`src/design/okxyz_pkg.sv`:
```
// ----------------------------------------------------------------------------
// okxyz_pkg
// Shared widths, types and matrix constants for the Oklab to XYZ pipeline.
// ----------------------------------------------------------------------------
package okxyz_pkg;

    // Fixed-point format of every sample
    localparam int FRAC_BITS = 14;

    localparam int LANES   = 3;
    localparam int IN_W    = 16;
    localparam int OUT_W   = 16;
    localparam int DATA_W  = LANES * IN_W;

    // Coefficients are integers in units of 1e-8
    localparam int COEF_W  = 29;
    // Matrix accumulators, wide enough for both matrix passes
    localparam int ACC_W   = 50;
    // Rounded quotient of an accumulator by 1e8
    localparam int QUO_W   = 26;
    // Nonlinear LMS sample, square, cube and linear LMS sample
    localparam int NL_W    = 18;
    localparam int SQ_W    = 34;
    localparam int CUBE_W  = SQ_W + NL_W;
    localparam int LMS_W   = 22;
    localparam int CUBE_SHIFT = 2 * FRAC_BITS;

    // Divide by 1e8 = 2^8 * 390625: shift first, then reciprocal multiply
    localparam longint DEC_ONE   = 100000000;
    localparam int     DIV_SHIFT = 8;
    localparam int     DIV_ODD   = 390625;
    localparam int     DIV_ODD_W = 19;
    // Offset in quotient units that keeps the shifted dividend positive
    localparam int     BIAS_Q    = 2 ** 23;
    localparam int     BIAS_W    = 52;
    localparam logic [BIAS_W-1:0] DIV_BIAS =
        BIAS_W'(DEC_ONE / 2 + longint'(BIAS_Q) * DEC_ONE);
    // Biased, shifted dividend and its split for the partial products
    localparam int     Y_W       = 43;
    localparam int     Y_SPLIT   = 23;
    // floor(2^Y_W / DIV_ODD)
    localparam int     RECIP_W   = 25;
    localparam logic [RECIP_W-1:0] RECIP = 25'd22517998;
    localparam int     QE_W      = RECIP_W;
    // Remainder is below twice DIV_ODD
    localparam int     REM_W     = 21;

    // Registered stages from input beat to output beat
    localparam int PIPE_DEPTH = 18;

    typedef logic signed [IN_W-1:0]   sample_t;
    typedef logic signed [COEF_W-1:0] coef_t;
    typedef logic signed [ACC_W-1:0]  acc_t;
    typedef logic signed [QUO_W-1:0]  quo_t;
    typedef logic signed [NL_W-1:0]   nl_t;
    typedef logic signed [LMS_W-1:0]  lms_t;

    // Control that travels down the pipeline with each beat
    typedef struct packed {
        logic vld;
        logic eol;
    } okxyz_tag_t;

    localparam quo_t OUT_MAX = quo_t'(32767);
    localparam quo_t OUT_MIN = quo_t'(-32768);

    // Weight of L in every row of the inverse M2 matrix
    localparam coef_t L_COEF = coef_t'(DEC_ONE);

    // Inverse M2: rows l', m', s'; columns a, b
    localparam coef_t M2_INV [LANES][2] = '{
        '{coef_t'(39633779),  coef_t'(21580376)},
        '{coef_t'(-10556134), coef_t'(-6385417)},
        '{coef_t'(-8948418),  coef_t'(-129148554)}
    };

    // Inverse M1: rows X, Y, Z; columns l, m, s
    localparam coef_t M1_INV [LANES][LANES] = '{
        '{coef_t'(122701385), coef_t'(-55779998), coef_t'(28125615)},
        '{coef_t'(-4058018),  coef_t'(111225687), coef_t'(-7167668)},
        '{coef_t'(-7638128),  coef_t'(-42148198), coef_t'(158616322)}
    };

endpackage

```
`src/design/okxyz_lab_mac.sv`:
```
// ----------------------------------------------------------------------------
// okxyz_lab_mac
// Inverse M2 matrix pass: products in one stage, three-term sums in the next.
// ----------------------------------------------------------------------------
module okxyz_lab_mac (
    input  logic                  clk,
    input  logic                  rst_n,
    input  okxyz_pkg::okxyz_tag_t in_tag,
    output logic                  in_ready,
    input  okxyz_pkg::sample_t    lightness,
    input  okxyz_pkg::sample_t    green_red,
    input  okxyz_pkg::sample_t    blue_yellow,
    output okxyz_pkg::okxyz_tag_t out_tag,
    input  logic                  out_ready,
    output okxyz_pkg::acc_t       acc [okxyz_pkg::LANES]
);
    import okxyz_pkg::*;

    localparam int STAGES = 2;
    localparam int PROD_W = IN_W + COEF_W;

    logic [STAGES-1:0] vld_reg;
    logic [STAGES-1:0] vld_next;
    logic [STAGES-1:0] eol_reg;
    logic [STAGES-1:0] eol_next;
    logic [STAGES-1:0] adv;

    logic signed [PROD_W-1:0] pl_reg;
    logic signed [PROD_W-1:0] pl_next;
    logic signed [PROD_W-1:0] pa_reg  [LANES];
    logic signed [PROD_W-1:0] pa_next [LANES];
    logic signed [PROD_W-1:0] pb_reg  [LANES];
    logic signed [PROD_W-1:0] pb_next [LANES];
    acc_t                     acc_reg  [LANES];
    acc_t                     acc_next [LANES];

    // Advance a stage when it is empty or the one below it moves
    always_comb
    begin
        adv[STAGES-1] = !vld_reg[STAGES-1] || out_ready;
        for (int k = STAGES - 2; k >= 0; k--)
        begin
            adv[k] = !vld_reg[k] || adv[k+1];
        end
    end

    // Move valid and end-of-line bits with the data
    always_comb
    begin
        vld_next = vld_reg;
        eol_next = eol_reg;
        if (adv[0])
        begin
            vld_next[0] = in_tag.vld;
            eol_next[0] = in_tag.eol;
        end
        for (int k = 1; k < STAGES; k++)
        begin
            if (adv[k])
            begin
                vld_next[k] = vld_reg[k-1];
                eol_next[k] = eol_reg[k-1];
            end
        end
    end

    // Form the products and the row sums
    always_comb
    begin
        pl_next = lightness * L_COEF;
        for (int i = 0; i < LANES; i++)
        begin
            pa_next[i]  = green_red * M2_INV[i][0];
            pb_next[i]  = blue_yellow * M2_INV[i][1];
            acc_next[i] = ACC_W'(pl_reg) + ACC_W'(pa_reg[i]) + ACC_W'(pb_reg[i]);
        end
    end

    always_ff @(posedge clk or negedge rst_n)
    begin
        if (!rst_n)
        begin
            vld_reg <= '0;
        end
        else
        begin
            vld_reg <= vld_next;
        end
    end

    always_ff @(posedge clk)
    begin
        eol_reg <= eol_next;
        if (adv[0])
        begin
            pl_reg <= pl_next;
        end
        for (int i = 0; i < LANES; i++)
        begin
            if (adv[0])
            begin
                pa_reg[i] <= pa_next[i];
                pb_reg[i] <= pb_next[i];
            end
            if (adv[1])
            begin
                acc_reg[i] <= acc_next[i];
            end
        end
    end

    assign in_ready    = adv[0];
    assign out_tag.vld = vld_reg[STAGES-1];
    assign out_tag.eol = eol_reg[STAGES-1];
    assign acc         = acc_reg;

endmodule

```
`config.mk`:
```
export PLATFORM = sky130hd
export DESIGN_NAME = okxyz_lab_mac
export DESIGN_NICKNAME = d
export VERILOG_FILES = /design/src/design/okxyz_pkg.sv /design/src/design/okxyz_lab_mac.sv
export SDC_FILE = /design/constraint.sdc
export NUM_CORES = 2
export LEC_CHECK = 0
export BUFFER_PORTS_ARGS = -buffer_cell sky130_fd_sc_hd__buf_2
export CAP_MARGIN = 20
export CORE_MARGIN = 3
export CORE_UTILIZATION = 50
export DETAILED_ROUTE_END_ITERATION = 8
export GPL_ROUTABILITY_DRIVEN = 0
export PLACE_DENSITY = 0.7
export RECOVER_POWER = 50
export SLEW_MARGIN = 20
export SYNTH_ARGS = -nofsm -noshare
export SYNTH_HDL_FRONTEND = slang
export SYNTH_SLANG_ARGS = --single-unit
```
`constraint.sdc`:
```
create_clock -name clk -period 18.4 [get_ports clk]
set_input_delay 0.92 -clock clk [delete_from_list [all_inputs] [get_ports clk]]
set_output_delay 0.92 -clock clk [all_outputs]
set_load 0.005 [all_outputs]
```
== Yosys cells after proc, flatten, opt, wreduce, memory -nomap -nowiden ==
Memories as Yosys holds them, arrays and structs flattened.
Index checks and enable logic that the tools add are counted.
Storage, ports and cells
  register bits after elaboration: 190
  RAM bits: 270
  input port bits: 53
  output and inout bits: 153
  word-level logic and storage cells: 29
  memories: 2
Memories
  pa_reg: depth 3, width 45, rd ports 3, clocked after memory_dff 0, write ports 3, line okxyz_lab_mac.sv:30  | logic signed [PROD_W-1:0] pa_reg [LANES];
  pb_reg: depth 3, width 45, rd ports 3, clocked after memory_dff 0, write ports 3, line okxyz_lab_mac.sv:32  | logic signed [PROD_W-1:0] pb_reg [LANES];
Cells by class
  add/subtract/negate cells: 6
  $mul: 7
  multiplexer cells: 2
  reduce and logical (&&, ||, !) cells: 4
Operators by type and width (count)
  46-bit by 45-bit adder with 47-bit output: 3
  44-bit by 45-bit adder with 46-bit output: 3
  16-bit by 24-bit multiplier with 40-bit output (second input constant): 3
  16-bit by 27-bit multiplier with 43-bit output (second input constant): 2
  16-bit by 23-bit multiplier with 39-bit output (second input constant): 1
  16-bit by 20-bit multiplier with 36-bit output (second input constant): 1
  1-bit zero test: 2
  1-bit logical OR: 2
  1-bit two-way mux: 2

== Longest topological paths before layout ==
  word-level depth: 5
  gate-level depth with buffers: 24
  gate-level depth less buffers: 23

== Worst setup path before layout ==
OpenSTA, ideal clock, no wires.
  path type: in2reg
  start: input out_ready
  end: register eol_reg[0] (enable)
  library setup time: 2.731 ns
  arrival: 6.952 ns
  required time: 15.669 ns
  setup slack: 8.717 ns
  cell stages on the path: 1
  buffers on the path: 0
  path through: nand3b_1
On the way
  word-level cells in the longest chain between the ends: 2
RTL lines
  from (decl): line okxyz_lab_mac.sv:14  | input logic out_ready,
  1-bit logical OR: line okxyz_lab_mac.sv:40  | adv[STAGES-1] = !vld_reg[STAGES-1] || out_ready;
  1-bit logical OR: line okxyz_lab_mac.sv:43  | adv[k] = !vld_reg[k] || adv[k+1];
  to (signal assigned): line okxyz_lab_mac.sv:93  | eol_reg <= eol_next;
  to (decl): line okxyz_lab_mac.sv:24  | logic [STAGES-1:0] eol_reg;
Every way passes these cells.
A chain may end at the register's enable or synchronous reset.

==> flow_metrics.py <==
metrics = {
    "status": {
        "status": "finished, violations left",
        "violations": "capacitance limit, slew limit",
    },
    "clock_tree": {
        "clkTransAtPathRegs_ns": 0.06,
        "hold_buffers": 0,
        "cts.sinks": 416,
        "clock_latency_ns": 0.62,
        "numCtsBuffers": 46,
        "cts_setup_buffers": 0,
        "cts_tree": "done",
        "clockBufferDepth": 3,
        "root_buffer": "clkbuf_16",
        "ctsHtreeMaxLevel": 2,
        "cts.repair.resized": 0,
    },
    "worst_setup_path": {
        "worstSetupEndpointType": "register",
        "worst_ep_arrival_time_ns": 9.99,
        "required_ns": 18.52,
        "crit_fanout": 136,
        "criticalPathCategory": "primary input to register",
        "setup.worst_path.start_class": "primary input",
    },
    "logic_synthesis": {
        "synth_top_area_share_pct": 33.4,
        "yosys.area.top_type": "fa_1",
        "yosysMostFrequentCell": "inv_1",
        "synth_nets": 8605,
        "synth-edff-count": 414,
        "yosysSeqAreaShare_pct": 18.3,
        "ys_dominant_reg_cell": "edfxtp_1",
        "yosysWarningCount": 0,
        "synth_area_leaders": "fa_1 (33%), ha_1 (19%), edfxtp_1 (18%), inv_1 (8.7%), xnor2_1 (3.0%)",
        "synth_common_cells": "inv_1 (1572), fa_1 (1136), ha_1 (1037)",
        "netlist_area_um2": 68100,
        "async_reset_ff_share_pct": 0.481,
        "synth.avg_cell_area_um2": 10.7,
        "ys_types": 85,
        "syn_inst": 6379,
        "ys_ff_latch": 416,
    },
    "placement": {
        "portBuffers": 204,
        "place_inst": 8318,
        "dp_hpwl_um": 177000,
    },
    "floorplanning": {
        "die_x_um": 375,
        "ios": 206,
        "rows": 134,
        "start_util_pct": 50.7,
        "fp.dieArea_um2": 141000,
        "die_h_um": 375,
        "fp.coreArea_um2": 134000,
    },
    "cells_and_area": {
        "stdcell_count": 8406,
        "area_growth_pct": 6.48,
        "fin_nets": 8824,
        "drive_gt1_share_pct": 3.53,
        "n_fill_cell": 11700,
        "largest_reg_flops": 140,
        "regArea_um2": 12500,
        "multi_input_area_um2": 49400,
    },
    "detailed_routing": {
        "post_drt_via_cell_ratio": 5.80,
        "detail-route-antenna-nets": 0,
        "drc": 0,
        "drt_iter0_drc": 4855,
        "vias": 48700,
        "wl_um": 205000,
        "first_pass_iters": 6,
        "routedWlPerCell_um": 24.4,
    },
    "sta": {
        "clock.fmax_mhz": 101,
        "hold_viol_final": 0,
        "rsz0062_at_grt": "no",
        "max_slew.worst_pin.slew_ns": 7.42,
        "fin_tns_setup_ns": 0,
        "min_period_ns": 9.87,
        "worst_clock_skew_ns": 0.0398,
        "slew_headroom_pct": -395,
        "fin_crit_sh_pct": 53.6,
        "setup_viol": 0,
        "drv_slew": 377,
    },
    "grt": {
        "grt_use_total_pct": 29.3,
        "first_global_vias": 50000,
        "grt_start_max_net_pins": 137,
        "antenna_found_initial": 7,
        "grt_overflow": 0,
        "grt_pass1_wl_um": 309000,
    },
    "job": {
        "maxCapViolations": 6,
    },
    "min_path": {
        "hold_path_class": "primary input to async pin",
    },
}
-- logic make-up after synthesis --
| family | after synthesis | synth area share [%] |
|---|---|---|
| flops | 416 | 18.3 |
| simple gates | 778 | 5.67 |
| buf+inv | 1623 | 9.02 |
| mux | 7 | 0.105 |
| compound gates | 1050 | 10.1 |
| xor+xnor | 331 | 4.26 |
| fa+ha+maj | 2173 | 52.5 |
| other cells | 1 | 0.00551 |
-- worst paths after layout --
check	startpoint	end	slack [ns]	depth (start not counted)
worst max-delay path	out_ready	pb_reg[0][49]	8.53	5
worst max register to register	vld_reg[1]	pb_reg[0][49]	8.54	4
worst min register to register	pa_reg[0][2]	acc[102]	0.43	0
worst min-delay path	rst_n	vld_reg[1]	0.08	1
min in group clk	pa_reg[0][2]	acc[102]	0.43	0
max in group asynchronous	rst_n	vld_reg[0]	18.19	1
-- metal layers --
| layer | vias to the layer above | global-route usage [%] | share of wire (%) |
|---|---|---|---|
| li1 | 21300 | - | - |
| met1 | 24300 | 40.0 | 41 |
| met2 | 2594 | 43.4 | 42 |
| met3 | 490 | 8.63 | 12 |
| met4 | 6 | 12.7 | 5.4 |
| met5 | - | 0 | 0.020 |
-- per-stage QoR --
stage          hold WS, ns  util [%]  area (µm²)  setup slack [ns]
5_1_grt             0.0500      54.0       72500              7.69
6_report            0.0800      54.0       72500              8.53
3_3_place_gp         0.406      53.0       71200             10.03
4_1_cts             0.0451      54.1       72700             10.64
2_1_floorplan        0.400         -       68100              8.72
3_5_place_dp         0.426      53.0       71200             10.02
-- final cells by class --
type | instances | share of cell area, %
Timing Repair Buffer | 222 | 1.36
Clock inverter | 31 | 0.357
Tap cell | 1768 | 3.05
Antenna cell | 3 | 0.0104
Multi-Input combinational cell | 4340 | 68.2
Sequential cell | 416 | 17.2
Inverter | 1572 | 8.14
Clock buffer | 54 | 1.63
-- worst max-delay path, cell delays in order --
cell	delay, ns
buf_2	0.09
nand3b_1	0.09
clkbuf_1	0.84
clkbuf_1	5.11
clkbuf_1	2.58
-- placed cells by master, fill, tap and decap left out, drive strengths merged, types with 96 or more instances in the layout --
master  instances
inv          1579
fa           1136
ha           1037
edfxtp        414
a21oi         321
xnor2         235
nor2          229
a21o          187
clkbuf        177
o21ai         156
nand2         148
buf            99
xor2           96
Power is left out: the tool's default activity adds up to more than one toggle a clock period on the data nets, which glitch-free logic cannot reach.
